`config.mk`:
```
export PLATFORM = sky130hd
export DESIGN_NAME = tlwm_queue
export DESIGN_NICKNAME = d
export VERILOG_FILES = /design/src/tlwm_pkg.sv /design/src/tlwm_queue.sv
export SDC_FILE = /design/constraint.sdc
export NUM_CORES = 1
export LEC_CHECK = 0
export ABC_AREA = 1
export BUFFER_PORTS_ARGS = -buffer_cell sky130_fd_sc_hd__buf_2
export CAP_MARGIN = 0
export CORE_UTILIZATION = 30
export CTS_CLUSTER_SIZE = 16
export DETAILED_ROUTE_END_ITERATION = 10
export GPL_ROUTABILITY_DRIVEN = 0
export GPL_TIMING_DRIVEN = 0
export PLACE_DENSITY_LB_ADDON = 0.2
export SLEW_MARGIN = 20
export SYNTH_ARGS = -nofsm -noshare
export SYNTH_HDL_FRONTEND = slang
export SYNTH_SLANG_ARGS = --single-unit
```
`constraint.sdc`:
```
create_clock -name clk_i -period 1.9 [get_ports clk_i]
set_input_delay 0.19 -clock clk_i [delete_from_list [all_inputs] [get_ports clk_i]]
set_output_delay 0.19 -clock clk_i [all_outputs]
set_load 0.01 [all_outputs]
```
`src/tlwm_pkg.sv`:
```
// ----------------------------------------------------------------------------
// tlwm_pkg
// Shared types and constants of the text line wrap measurer: commands,
// item kinds passed from the front to the back, configuration bundle.
// ----------------------------------------------------------------------------
package tlwm_pkg;

  // input commands
  typedef enum logic [1:0] {
    CMD_WRITE = 2'd0,
    CMD_CHAR  = 2'd1,
    CMD_EOS   = 2'd2
  } cmd_e;

  // configuration register indexes
  localparam logic [1:0] CFG_TABLE_LOADED  = 2'd0;
  localparam logic [1:0] CFG_FIXED_ADVANCE = 2'd1;
  localparam logic [1:0] CFG_WRAP_ENABLE   = 2'd2;
  localparam logic [1:0] CFG_WRAP_LIMIT    = 2'd3;

  localparam logic [15:0] FIXED_ADVANCE_RST = 16'd800;

  // special codes
  localparam logic [15:0] ABSENT_MARK     = 16'hFFFF;
  localparam logic [20:0] QMARK_CP        = 21'h3F;
  localparam logic [20:0] NEWLINE_CP      = 21'h0A;
  localparam logic [20:0] FIRST_PRINTABLE = 21'h20;
  localparam logic [15:0] LINES_MAX       = 16'hFFFF;

  // queue between front and back
  localparam int unsigned Q_DEPTH = 4;
  localparam int unsigned Q_PTR_W = $clog2(Q_DEPTH);
  localparam int unsigned Q_CNT_W = $clog2(Q_DEPTH + 1);

  // classified item kinds
  typedef enum logic [1:0] {
    K_NEWLINE = 2'd0,
    K_CTRL    = 2'd1,
    K_GLYPH   = 2'd2,
    K_EOS     = 2'd3
  } kind_e;

  typedef struct packed {
    kind_e       kind;
    logic [15:0] adv;
  } entry_t;

  typedef struct packed {
    logic        table_loaded;
    logic [15:0] fixed_advance;
    logic        wrap_enable;
    logic [31:0] wrap_limit;
  } cfg_t;

endpackage

```
`src/tlwm_queue.sv`:
```
// ----------------------------------------------------------------------------
// tlwm_queue
// Small fifo of classified items between the front and the back.
// ----------------------------------------------------------------------------
module tlwm_queue (
  input  logic                          clk_i,
  input  logic                          rst_ni,
  input  logic                          push_i,
  input  tlwm_pkg::entry_t              push_entry_i,
  input  logic                          pop_i,
  output tlwm_pkg::entry_t              head_o,
  output logic                          empty_o,
  output logic                          full_o,
  output logic [tlwm_pkg::Q_CNT_W-1:0]  count_o
);

  tlwm_pkg::entry_t                 slot_q [tlwm_pkg::Q_DEPTH];
  logic [tlwm_pkg::Q_PTR_W-1:0]     wr_q, wr_d, rd_q, rd_d;
  logic [tlwm_pkg::Q_CNT_W-1:0]     cnt_q, cnt_d;
  logic                             do_push, do_pop;

  assign empty_o = cnt_q == '0;
  assign full_o  = cnt_q == tlwm_pkg::Q_CNT_W'(tlwm_pkg::Q_DEPTH);
  assign count_o = cnt_q;
  assign head_o  = slot_q[rd_q];
  assign do_push = push_i && !full_o;
  assign do_pop  = pop_i && !empty_o;

  // pointer and count update
  always_comb begin
    wr_d  = do_push ? wr_q + tlwm_pkg::Q_PTR_W'(1) : wr_q;
    rd_d  = do_pop ? rd_q + tlwm_pkg::Q_PTR_W'(1) : rd_q;
    cnt_d = cnt_q;
    if (do_push && !do_pop) begin
      cnt_d = cnt_q + tlwm_pkg::Q_CNT_W'(1);
    end else if (do_pop && !do_push) begin
      cnt_d = cnt_q - tlwm_pkg::Q_CNT_W'(1);
    end
  end

  always_ff @(posedge clk_i or negedge rst_ni) begin
    if (!rst_ni) begin
      wr_q  <= '0;
      rd_q  <= '0;
      cnt_q <= '0;
    end else begin
      wr_q  <= wr_d;
      rd_q  <= rd_d;
      cnt_q <= cnt_d;
    end
  end

  // storage
  always_ff @(posedge clk_i) begin
    if (do_push) begin
      slot_q[wr_q] <= push_entry_i;
    end
  end

endmodule

```
==> results.json <==
{
  "die_w_um": 107,
  "postPlaceCellArea_um2": 3790,
  "finalWorstSetupSlack_ns": 0.0907,
  "clk_latency_ns": 0.34,
  "fin_nets": 360,
  "rows": 38,
  "stdcell_area_um2": 4050,
  "grt.overflow.total": 0,
  "crit_slowest_cell": "dfrtp_1",
  "fmax_mhz": 553,
  "yosys_register_bits": 79,
  "netlist_area_um2": 3340,
  "core_area_um2": 10800,
  "drt_pass1_iterations": 4,
  "cts_tree": "done",
  "crit_path_end_kind": "flop",
  "critPathArrivalTime_ns": 2.04,
  "start_util_pct": 30.8,
  "drt-initial-drc-count": 73,
  "boundaryPins": 45,
  "drive_gt1_share_pct": 25.9,
  "synthToLayoutAreaGrowth_pct": 21.4,
  "finalCriticalPeriod_ns": 1.81,
  "antenna_found_initial": 0,
  "cp_data_required_time_ns": 2.13,
  "final_cells": 476,
  "grt_pass1_vias": 1992,
  "wl_um": 6960,
  "ir_drop_v": 0.000623,
  "crit_type": "reg -> reg",
  "yosysUniqueCellTypes": 17,
  "finClkSkew_ns": 0.00913,
  "setup_viol": 0,
  "slew_headroom_pct": 56.0,
  "cts_max_path_buffers": 2,
  "startpoint_type": "flop",
  "hold_viol_final": 0,
  "yosys_warnings": 0,
  "crit_path_max_fanout": 4,
  "hpwl_um": 4610,
  "diodes": 0,
  "synth-seq-area-share_pct": 70.0,
  "worst_pin_slew_ns": 0.658,
  "die_y_um": 107,
  "hold_class": "in -> reg",
  "max_stage_delay_ns": 0.43,
  "grt_pass1_wl_um": 10600,
  "path_cells": "inv_1 -> nand3_2 -> nand2_2 -> ha_1 -> inv_1 -> fa_1 -> nand2_1 -> nand3_1 -> nand2_1 -> nand2_1",
  "clkSlewWorstSetupHoldPaths_ns": 0.08,
  "dr_total_vias": 2026,
  "routedWlPerCell_um": 14.6,
  "viasPerCell": 4.26,
  "cts_inserted_buffers": 9,
  "status": "complete, no violations",
  "synth_fp_nets": 299,
  "cp_common_cell": "nand2_1",
  "leakage_uw": 0.00171,
  "postRouteAntennaNets": 0,
  "synthCells": 271,
  "cts_root_buf": "clkbuf_8",
  "port_buffers": 44,
  "cts.sinks": 79,
  "rsz0062_at_grt": "true",
  "grtUsageTotal_pct": 12.9,
  "synth_area_per_cell_um2": 12.3,
  "cap_violations": 0,
  "post-route-period-util_pct": 95.2,
  "h-tree-depth": 3,
  "hold-worst-slack_ns": 0.0560,
  "slew_violations": 0,
  "pre_cts_slack_ns": -0.157,
  "p_per_area_nw_per_um2": 1530,
  "numPlacedInstances": 458,
  "drc_errors": 0,
  "die-area_um2": 11500,
  "grt_max_degree": 19
}
==> path summary, 6_finish.rpt <==
check	start	end	slack (ns)	cells past startpoint
worst max register to register	count_o[2]$_DFFE_PN0P_	count_o[2]$_DFFE_PN0P_	0.09	10
min in group asynchronous	rst_ni	wr_q[1]$_DFFE_PN0P_	0.20	2
max in group asynchronous	rst_ni	count_o[0]$_DFFE_PN0P_	1.51	2
worst min-delay path	push_entry_i[13]	slot_q[0][13]$_DFFE_PP_	0.06	1
worst max-delay path	count_o[2]$_DFFE_PN0P_	count_o[2]$_DFFE_PN0P_	0.09	10
worst min register to register	rd_q[0]$_DFFE_PN0P_	rd_q[0]$_DFFE_PN0P_	0.52	2
==> Yosys cell counts <==
library cell | count | share of area [%]
edfxtp_1 | 72 | 65
inv_1 | 51 | 5.7
dfrtp_1 | 7 | 5.2
o21ai_0 | 1 | 0.15
o211ai_2 | 2 | 0.75
ha_1 | 5 | 1.9
nand2_1 | 72 | 8.1
nor2_1 | 4 | 0.45
nand3_1 | 7 | 1.0
o211ai_1 | 34 | 7.6
buf_2 | 3 | 0.45
inv_2 | 2 | 0.23
fa_1 | 1 | 0.60
nand4_1 | 1 | 0.19
clkbuf_1 | 1 | 0.11
xnor2_1 | 1 | 0.26
buf_6 | 7 | 2.4
==> registers in the layout (all words and copies together) (netlist names) <==
register  cells
wr_q          2
count_o       3
rd_q          2
slot_q       72
==> repair_timing <==
action                     in CTS  in global routing
buffers inserted                2                  0
resized for setup               3                  8
pin swaps                       1                  0
setup endpoints to repair      35                 11
hold endpoints to repair        7                  0
hold buffers                    1                  0
==> power breakdown <==
group	internal (uW)	total, uW	switching [uW]
Combinational	910	2450	1540
Sequential	2310	2450	142
Clock	738	1310	574
Total	3950	6210	2250
==> final cells by class <==
class | count | area, um2
Clock inverter | 3 | 68.8
Sequential cell | 79 | 2340
Buffer | 11 | 98.8
Timing Repair Buffer | 50 | 290
Tap cell | 140 | 175
Multi-Input combinational cell | 128 | 746
Clock buffer | 12 | 135
Fill cell | 1076 | 6790
Inverter | 53 | 199
==> placed cells by master (no fill, tap or decap) <==
cell type	instances
dfrtp_2	1
nor2_4	1
edfxtp_1	72
clkbuf_2	1
inv_2	4
nand2_2	1
o211ai_2	2
nand2_4	1
fa_1	1
nand3_2	1
buf_6	7
dlygate4sd3_1	1
nand4_1	1
ha_1	5
dfrtp_1	6
o211ai_1	34
inv_1	49
buf_8	3
clkinv_4	1
buf_4	2
nand2_1	70
nor2_2	3
buf_2	47
nand3_4	1
o21ai_0	1
nand3_1	5
bufinv_16	2
clkbuf_1	3
xnor2_1	1
clkbuf_8	9
==> stage by stage <==
stage	total power (uW)	setup TNS, ns	utilization, %
global route	6670	-0.0591	37.4
CTS	6270	0	37.2
global placement	4820	-57.19	34.4
floorplan	3970	-5.42	-
finish	6210	0	37.4
detailed placement	4940	-1.89	35.0
==> routing by layer <==
metal  vias to the layer above  GRT usage (%)  wire length [um]  share of wire, %
li1                       1042              -                 -                 -
met3                         9           2.97               341               4.9
met5                         -              0                 0                 0
met2                        40           21.4              3410                49
met4                         0           5.58               108               1.6
met1                       935           16.0              3110                45
==> worst max-delay path: cells and delay by family, from the launching register on <==
kind	cells	cell delay (ns)
buffers and inverters	2	0.20
AND/OR/NAND/NOR	6	0.53
adder cells (fa/ha/maj)	2	0.55
flip-flops	1	0.43
==> logic make-up after synthesis <==
| family | Yosys count | synth area share, % |
|---|---|---|
| compound gates | 37 | 8.55 |
| xor+xnor | 1 | 0.263 |
| fa+ha+maj | 6 | 2.47 |
| buf+inv | 64 | 8.89 |
| flops | 79 | 70.0 |
| simple gates | 84 | 9.79 |
(Power assumes the default switching activity.)
