<file path="src/tlwm_pkg.sv">
// ----------------------------------------------------------------------------
// tlwm_pkg
// Shared types and constants of the text line wrap measurer: commands,
// item kinds passed from the front to the back, configuration bundle.
// ----------------------------------------------------------------------------
package tlwm_pkg;

  // input commands
  typedef enum logic [1:0] {
    CMD_WRITE = 2'd0,
    CMD_CHAR  = 2'd1,
    CMD_EOS   = 2'd2
  } cmd_e;

  // configuration register indexes
  localparam logic [1:0] CFG_TABLE_LOADED  = 2'd0;
  localparam logic [1:0] CFG_FIXED_ADVANCE = 2'd1;
  localparam logic [1:0] CFG_WRAP_ENABLE   = 2'd2;
  localparam logic [1:0] CFG_WRAP_LIMIT    = 2'd3;

  localparam logic [15:0] FIXED_ADVANCE_RST = 16'd800;

  // special codes
  localparam logic [15:0] ABSENT_MARK     = 16'hFFFF;
  localparam logic [20:0] QMARK_CP        = 21'h3F;
  localparam logic [20:0] NEWLINE_CP      = 21'h0A;
  localparam logic [20:0] FIRST_PRINTABLE = 21'h20;
  localparam logic [15:0] LINES_MAX       = 16'hFFFF;

  // queue between front and back
  localparam int unsigned Q_DEPTH = 4;
  localparam int unsigned Q_PTR_W = $clog2(Q_DEPTH);
  localparam int unsigned Q_CNT_W = $clog2(Q_DEPTH + 1);

  // classified item kinds
  typedef enum logic [1:0] {
    K_NEWLINE = 2'd0,
    K_CTRL    = 2'd1,
    K_GLYPH   = 2'd2,
    K_EOS     = 2'd3
  } kind_e;

  typedef struct packed {
    kind_e       kind;
    logic [15:0] adv;
  } entry_t;

  typedef struct packed {
    logic        table_loaded;
    logic [15:0] fixed_advance;
    logic        wrap_enable;
    logic [31:0] wrap_limit;
  } cfg_t;

endpackage

</file>
<file path="src/tlwm_back.sv">
// ----------------------------------------------------------------------------
// tlwm_back
// Line accumulator: sums advances, applies greedy wrapping, closes lines and
// holds the end of string result in an output register.
// ----------------------------------------------------------------------------
module tlwm_back #(
  parameter int unsigned SUM_WIDTH = 32
) (
  input  logic              clk_i,
  input  logic              rst_ni,
  input  tlwm_pkg::cfg_t    cfg_i,
  input  tlwm_pkg::entry_t  head_i,
  input  logic              empty_i,
  output logic              pop_o,
  output logic              out_valid_o,
  input  logic              out_ready_i,
  output logic [15:0]       out_lines_o,
  output logic [31:0]       out_widest_o
);

  localparam int unsigned CW = (SUM_WIDTH + 1 > 32) ? SUM_WIDTH + 1 : 32;
  localparam int unsigned OW = (SUM_WIDTH > 32) ? SUM_WIDTH : 32;

  logic [SUM_WIDTH-1:0] sum_q, sum_d, widest_q, widest_d;
  logic [15:0]          lines_q, lines_d;
  logic                 has_glyph_q, has_glyph_d;
  logic                 not_empty_q, not_empty_d;
  logic                 out_valid_q, out_valid_d;
  logic [15:0]          out_lines_q, out_lines_d;
  logic [31:0]          out_widest_q, out_widest_d;
  logic [SUM_WIDTH:0]   next_sum;
  logic [SUM_WIDTH-1:0] next_sat;
  logic [SUM_WIDTH-1:0] close_widest;
  logic [15:0]          close_lines;
  logic [OW-1:0]        widest_ext;
  logic                 wrap;

  // only a string end has to wait for the result register
  assign pop_o = !empty_i &&
                 ((head_i.kind != tlwm_pkg::K_EOS) || !out_valid_q || out_ready_i);

  // exact sum, wrap test and values after closing the current line
  assign next_sum     = {1'b0, sum_q} + (SUM_WIDTH + 1)'(head_i.adv);
  assign next_sat     = next_sum[SUM_WIDTH] ? '1 : next_sum[SUM_WIDTH-1:0];
  assign wrap         = cfg_i.wrap_enable && has_glyph_q &&
                        (CW'(next_sum) > CW'(cfg_i.wrap_limit));
  assign close_widest = (sum_q > widest_q) ? sum_q : widest_q;
  assign close_lines  = (lines_q != tlwm_pkg::LINES_MAX) ? lines_q + 16'd1 : lines_q;

  // item processing
  always_comb begin
    sum_d        = sum_q;
    widest_d     = widest_q;
    lines_d      = lines_q;
    has_glyph_d  = has_glyph_q;
    not_empty_d  = not_empty_q;
    out_valid_d  = out_valid_q && !out_ready_i;
    out_lines_d  = out_lines_q;
    out_widest_d = out_widest_q;
    widest_ext   = OW'(not_empty_q ? close_widest : widest_q);
    if (pop_o) begin
      case (head_i.kind)
        tlwm_pkg::K_NEWLINE: begin
          lines_d     = close_lines;
          widest_d    = close_widest;
          sum_d       = '0;
          has_glyph_d = 1'b0;
          not_empty_d = 1'b0;
        end
        tlwm_pkg::K_CTRL: begin
          not_empty_d = 1'b1;
        end
        tlwm_pkg::K_GLYPH: begin
          has_glyph_d = 1'b1;
          not_empty_d = 1'b1;
          if (wrap) begin
            lines_d  = close_lines;
            widest_d = close_widest;
            sum_d    = SUM_WIDTH'(head_i.adv);
          end else begin
            sum_d = next_sat;
          end
        end
        tlwm_pkg::K_EOS: begin
          out_valid_d  = 1'b1;
          out_lines_d  = not_empty_q ? close_lines : lines_q;
          out_widest_d = (widest_ext > OW'(32'hFFFF_FFFF)) ? 32'hFFFF_FFFF
                                                            : widest_ext[31:0];
          sum_d        = '0;
          widest_d     = '0;
          lines_d      = '0;
          has_glyph_d  = 1'b0;
          not_empty_d  = 1'b0;
        end
        default: begin
        end
      endcase
    end
  end

  always_ff @(posedge clk_i or negedge rst_ni) begin
    if (!rst_ni) begin
      sum_q       <= '0;
      widest_q    <= '0;
      lines_q     <= '0;
      has_glyph_q <= 1'b0;
      not_empty_q <= 1'b0;
      out_valid_q <= 1'b0;
    end else begin
      sum_q       <= sum_d;
      widest_q    <= widest_d;
      lines_q     <= lines_d;
      has_glyph_q <= has_glyph_d;
      not_empty_q <= not_empty_d;
      out_valid_q <= out_valid_d;
    end
  end

  // result payload
  always_ff @(posedge clk_i) begin
    out_lines_q  <= out_lines_d;
    out_widest_q <= out_widest_d;
  end

  assign out_valid_o  = out_valid_q;
  assign out_lines_o  = out_lines_q;
  assign out_widest_o = out_widest_q;

endmodule

</file>
<file path="config.mk">
export PLATFORM = sky130hd
export DESIGN_NAME = tlwm_back
export DESIGN_NICKNAME = d
export VERILOG_FILES = /design/src/tlwm_pkg.sv /design/src/tlwm_back.sv
export SDC_FILE = /design/constraint.sdc
export NUM_CORES = 1
export LEC_CHECK = 0
export BUFFER_PORTS_ARGS = -buffer_cell sky130_fd_sc_hd__buf_2
export CAP_MARGIN = 10
export CORE_MARGIN = 10
export CORE_UTILIZATION = 31
export DETAILED_ROUTE_END_ITERATION = 8
export HOLD_SLACK_MARGIN = 0.03
export MAX_ROUTING_LAYER = met4
export PLACE_DENSITY = 0.55
export RECOVER_POWER = 100
export SKIP_LAST_GASP = 1
export SYNTH_ARGS = -nofsm -noshare
export SYNTH_HDL_FRONTEND = slang
export SYNTH_SLANG_ARGS = --single-unit
</file>
<file path="constraint.sdc">
create_clock -name clk_i -period 9.8 [get_ports clk_i]
set_clock_uncertainty 0.1 [all_clocks]
set_input_delay 0 -clock clk_i [delete_from_list [all_inputs] [get_ports clk_i]]
set_output_delay 0 -clock clk_i [all_outputs]
set_load 0.02 [all_outputs]
</file>
==> metrics, run 1 <==
# H-tree levels 4; Pleak 0.004539 µW; crit path DAT around 7600 ps; total CTS buffers 17; clock root cell clkbuf_16; Net count, final approximately 1.2k; fmax between 100 and 150 MHz; Worst slew margin -0.6949; failing checks capacitance limit, slew limit; Syn Std Cell Area between 8000 and 9000 µm²; Power Total approximately 2500 µW; CP endpoint kind register; footprint of the multi-input gates 4768 µm²; GR Util All Layers 0.1412; first-pass GRT wire length slightly below 40 mm; fin area 10,350 µm²; Slew @ Worst Pin between 2000 and 3000 ps; syn_area_per_cell a little under 10 µm²; fin. max-slew vios approximately 190; Clk pin slew, worst setup/hold paths approximately 70 ps; Die Wd roughly 190 µm; post-synthesis cell count 908; DRC viols 0; core box area 28,010 µm²; Worst R2R Start sum_q[0]; post-detailed-route wirelength per cell around 18 µm; ANT nets after route 0; TritonCTS clock tree built; ys async rst share 0.6336; Hold Startpoint head_i[16]; slowest cell on the critical path clkbuf_1; status finished with violations; DR iter-0 viols around 500; Warnings, synthesis 0; final hold vios 0; Post-synth EDFFs 48; filler instances approximately 2.8k; period utilization 0.7459; #FFs+latches synth about 130; Chip Height about 190 µm; drt total wl 24.63 mm; clk_lat worst skew 420 ps; Cell Chain, Critical Path ha_1 -> fa_1 -> a211oi_1 -> o211ai_1 -> a21oi_1 -> a21o_1 -> or2_0 -> nor2_1 -> xor2_1 -> ha_1 -> nand4_1 -> nor4_1 -> a41oi_1 -> nand2b_1 -> a21oi_1 -> o21ai_2 -> clkbuf_1 -> a21o_1 -> a22o_1; Initial Util 0.3160; CP max FO 34; CP bufs+invs 1; Synth-to-Final Area Change 16.91%; initial antenna violation count 0; maximum VDD drop 0.1646 mV; syn_nets between 1k and 1.5k; ANT cells 0; Routability Congestion around 0.85; Setup Viol. Count Final 0; sequential-to-total area share from yosys stat 0.3975; CTS max path bufs 2; hold_ws 144.2 ps; DR vias/cell roughly 5.1; CP Launch Point sum_q[0]; critical path class reg2reg; Max-Cap Viols 6; setup repair bufs after CTS 0; row count 61; Critical Path RT between 10,000 and 15,000 ps; drt pass-1 iters 5; Crit path max-delay family compound AO/OA/AOI/OAI gates; Setup TNS 0 ps; number of distinct library cells after synthesis between 60 and 70; Inst Count DP ~1.4k; layout cells sized above 1 0.1215; final critical-path required period around 7300 ps; grt total ovfl 0; CP startpoint kind register; Sink Count ~130; Reg area 3518 µm²; Main synth FF type dfrtp_1; DP Area approximately 9700 µm²; Crit path largest cell delay 1090 ps; worst min-delay path class in2reg; hold buffer count at cts 21; Vias between 7k and 8k; unrepaired setup endpoints after global routing no; CTS-repair resized insts 0; power density over cell area between 200 and 250 nW/µm²; fin cells around 1.4k; half-perimeter wire length after placement between 15 and 20 mm; I/O pin total between 100 and 150; vias in the first global route about 7.0k; number of port buffers 104; full die area between 30,000 and 40,000 µm²; largest net degree at the start of global routing 45
-- synthesized netlist by cell type (9+ instances only) --
library cell / instances / area share
a211oi_1: 11 / 0.0093
a21o_1: 10 / 0.0085
a21oi_1: 42 / 0.024
a22o_1: 48 / 0.047
buf_2: 9 / 0.0051
clkbuf_1: 21 / 0.0089
dfrtp_1: 83 / 0.23
edfxtp_1: 48 / 0.16
ha_1: 84 / 0.12
inv_1: 83 / 0.035
mux2_1: 10 / 0.013
mux2_2: 19 / 0.024
nand2_1: 80 / 0.034
nand3_1: 28 / 0.016
nand4_1: 12 / 0.0085
nor2_1: 58 / 0.025
nor2b_1: 19 / 0.013
nor3_1: 26 / 0.015
o21ai_0: 37 / 0.021
o31ai_1: 18 / 0.015
o31ai_2: 12 / 0.017
xnor2_1: 18 / 0.018
xor2_1: 20 / 0.020
-- worst reg2reg max path: cells and delay by family (launching register included) --
family,cells,cell delay [ps]
and+or+nand+nor,5,1430
DFF,1,400
buffers and inverters,1,1090
xor gates and xnor gates,1,180
AOI/OAI and AO/OA,9,3070
adders and majority gates,3,980
-- logic make-up (layout without fill, tap and decap cells) --
group,Yosys count,count (layout),synth area share
simple gates,266,266,0.1463
compound gates,227,227,0.1931
flops,131,131,0.3975
buf+inv,126,247,0.06079
fa+ha+maj,85,85,0.1210
xor+xnor,38,38,0.03760
mux,35,35,0.04368
-- worst paths after layout --
kind,to,slack [ps],cells after the start
worst max-delay path,widest_q[17],2490,19
worst min-delay path,sum_q[25],140,5
worst max register to register,widest_q[17],2490,19
worst min register to register,widest_q[29],410,1
max in group asynchronous,sum_q[24],5450,3
min in group asynchronous,widest_q[7],790,2
-- final cells by class --
cell class / count / area share
Inverter: 83 / 0.03011
Clock inverter: 14 / 0.01366
Multi-Input combinational cell: 651 / 0.4608
Tap cell: 378 / 0.04571
Clock buffer: 18 / 0.04244
Timing Repair Buffer: 132 / 0.06723
Sequential cell: 131 / 0.3400
-- state kept, by name, indices dropped and copies added (netlist names) --
register,flops
out_lines_o,16
has_glyph_q,1
widest_q,32
out_valid_o,1
sum_q,32
lines_q,16
out_widest_o,32
not_empty_q,1
-- routing by layer --
layer,vias up,track usage,part of all wire
met1,3448,0.1816,0.48
met5,-,-,0
met3,12,0.02444,0.041
li1,3522,-,-
met2,166,0.2288,0.48
met4,0,0.02930,0.0078
-- power breakdown --
| group | internal (µW) | switching [µW] | total, µW |
|---|---|---|---|
| sequential | 670 | 95.7 | 765 |
| clock | 364 | 273 | 637 |
| combinational | 451 | 618 | 1070 |
-- cell usage in the layout (no fill, tap or decap), types with 19 or more instances in the layout --
| cell | Yosys | routed |
|---|---|---|
| ha_1 | 84 | 84 |
| inv_1 | 83 | 83 |
| dfrtp_1 | 83 | 83 |
| nand2_1 | 80 | 80 |
| clkbuf_1 | 21 | 58 |
| nor2_1 | 58 | 57 |
| buf_2 | 9 | 52 |
| a22o_1 | 48 | 48 |
| edfxtp_1 | 48 | 48 |
| a21oi_1 | 42 | 42 |
| o21ai_0 | 37 | 37 |
| nand3_1 | 28 | 28 |
| nor3_1 | 26 | 26 |
| dlygate4sd3_1 | 0 | 21 |
| xor2_1 | 20 | 20 |
| nor2b_1 | 19 | 19 |
-- stage by stage --
stage,setup WS (ps),utilization
after floorplan,4789,-
after global placement,3237,0.3456
after detailed placement,3242,0.3456
after CTS,3182,0.3738
after global routing,1896,0.3694
final,2490,0.3694
Note: power is estimated with default switching activity, not from simulation.
==> inputs of run 2 (changes only) <==
--- a/config.mk
+++ b/config.mk
@@ -12,7 +12,7 @@
 export DETAILED_ROUTE_END_ITERATION = 8
 export HOLD_SLACK_MARGIN = 0.03
 export MAX_ROUTING_LAYER = met4
-export PLACE_DENSITY = 0.55
+export PLACE_DENSITY = 0.57
 export RECOVER_POWER = 100
 export SKIP_LAST_GASP = 1
 export SYNTH_ARGS = -nofsm -noshare
==> constraint.sdc (replaced) <==
create_clock -name clk_i -period 6.5 [get_ports clk_i]
set_clock_uncertainty 0.1 [all_clocks]
set_input_delay 0 -clock clk_i [delete_from_list [all_inputs] [get_ports clk_i]]
set_output_delay 0 -clock clk_i [all_outputs]
set_load 0.02 [all_outputs]
==> run 2 against run 1 <==
Against the previous run:
- the run still ends with capacitance limit, slew limit left
- utilization up 0.20 points
- cell area increased by 0.53%
- count of clock-buffer cells in the layout stayed put
- sequential share of layout area fell by 0.18 points
- die area is the same
- highest routed layer unchanged
- via count fell by 0.24%
- register-to-register slack worse by 1900 ps
- sequential cell count did not move
==> metrics, run 2 (same netlist as run 1, synthesis figures left out) <==
# H-tree levels 4; DP Worst Slack ~880 ps; Synth-to-Final Area Change 17.53%; Routability Congestion a little under 0.9; cell count of the worst reg-to-reg path 19; number of port buffers roughly 100; fin. max-slew vios 135; final critical-path required period between 5000 and 6000 ps; Initial Util 0.3160; vias in the first global route slightly above 7k; setup repair bufs after CTS 0; clk_lat worst skew 430 ps; DR vias/cell around 5.1; failing checks capacitance limit, slew limit; Hold Crit Depth 5; fmax about 170 MHz; Chip Height between 150 and 200 µm; unrepaired setup endpoints after global routing no; row count 61; reg2reg setup slack ~620 ps; ANT cells 0; Worst slew margin -1.037; Die Wd ~190 µm; CP startpoint kind register; largest net degree at the start of global routing between 50 and 60; crit path DAT 6080 ps; critical path class reg2reg; layout cells sized above 1 0.1240; Pleak about 0.0046 µW; Clk pin slew, worst setup/hold paths ~60 ps; Hold Path End sum_q[25]; Max-Cap Viols 3; Setup Viol. Count Final 0; worst min-delay path class in2reg; full die area 35,710 µm²; CTS max path bufs 2; Net count, final between 1k and 1.5k; core box area 28,010 µm²; initial antenna violation count 0; clock root cell clkbuf_16; ANT nets after route 0; CTS-repair resized insts 0; Slew @ Worst Pin ~3100 ps; status finished with violations; Critical Path RT 6710 ps; final hold vios 0; Power Total 3732 µW; DR iter-0 viols around 450; total CTS buffers 17; commonest non-fill, non-tap cell in the layout ha_1; drt total wl ~24 mm; first-pass GRT wire length 38.70 mm; GR Util All Layers 0.1379; commonest non-fill, non-tap cells in the layout 84 x ha_1, 83 x inv_1, 83 x dfrtp_1; period utilization 0.9045; hold_ws 132.8 ps; drt pass-1 iters 5; CP endpoint kind register; TritonCTS clock tree built; Worst R2R Start sum_q[0]; CP max FO 32; Vias 7,131; grt total ovfl 0; Hold Startpoint head_i[16]; half-perimeter wire length after placement between 15 and 20 mm; power density over cell area about 360 nW/µm²; DRC viols 0; final worst slack slightly above 600 ps; Sink Count 131; reg-to-reg endpoint widest_q[0]; Setup TNS 0 ps; post-detailed-route wirelength per cell 17.18 µm; I/O pin total approximately 120; filler instances just under 3k; maximum VDD drop between 0.2 and 0.25 mV
[run 2: cell count changes in the layout (fill, tap and decap cells not counted), moves of 2 or more]
cell	delta
buf_4	+4
mux2_1	+2
clkinv_4	-3
inv_6	+2
mux2_2	-2
[run 2: report_power, final]
part	internal (µW)	leakage, µW	switching [µW]
Sequential	1010	0.00154	148
Combinational	669	0.00274	920
Clock	578	0.000283	405
Total	2260	0.00457	1470
[run 2: through the flow]
step	area [µm²]	std cells	util
finish	10400	1410	0.3714
global route	10400	1410	0.3714
CTS	10520	1410	0.3757
detailed placement	9688	1355	0.3459
global placement	9688	1355	0.3459
floorplan	8851	908	-
[run 2: what timing repair did]
item	in CTS	in global routing
endpoints found under the hold margin	49	0
hold buffers	23	0
endpoints found under the setup margin	0	0
[run 2: cell type report]
| cell class | count | area [µm²] | area share |
|---|---|---|---|
| sequential | 131 | 3518 | 0.3382 |
| timing repair buffer | 135 | 728.2 | 0.07000 |
| multi-input combinational | 651 | 4776 | 0.4591 |
| inverter | 83 | 311.5 | 0.02995 |
| tap | 378 | 473.0 | 0.04547 |
| clock inverter | 14 | 166.4 | 0.01600 |
| clock buffer | 18 | 429.2 | 0.04126 |
[run 2: worst max path at each step]
| stage | startpoint | end | slack [ps] | cells past startpoint |
|---|---|---|---|---|
| floorplan | sum_q[0] | sum_q[16] | 1490 | 21 |
| global placement | sum_q[0] | sum_q[29] | 900 | 18 |
| detailed placement | sum_q[0] | widest_q[0] | 880 | 19 |
| CTS | sum_q[0] | sum_q[29] | 850 | 18 |
| global route | sum_q[0] | sum_q[22] | 210 | 19 |
| finish | sum_q[0] | widest_q[0] | 620 | 19 |
[run 2: routing by layer]
metal  wire [µm]  part of all wire  GRT usage
met3         893             0.037    0.02775
met5           0                 0          -
met1       11920              0.49     0.1815
met4         337             0.014    0.03846
met2       11080              0.46     0.2110
[run 2: critical path, cell delays in order (launching register included)]
cell      delay, ps
dfrtp_1         400
ha_1            260
fa_1            440
a211oi_1        310
o211ai_1        180
a21oi_1         370
a21o_1          380
or2_0           490
nor2_1          150
xor2_1          170
ha_1            290
a21o_1          200
a211o_1         300
a221oi_1        430
o211a_1         230
a21oi_1         120
o21ai_2         210
buf_4           340
nor4_1           80
a311o_1         300
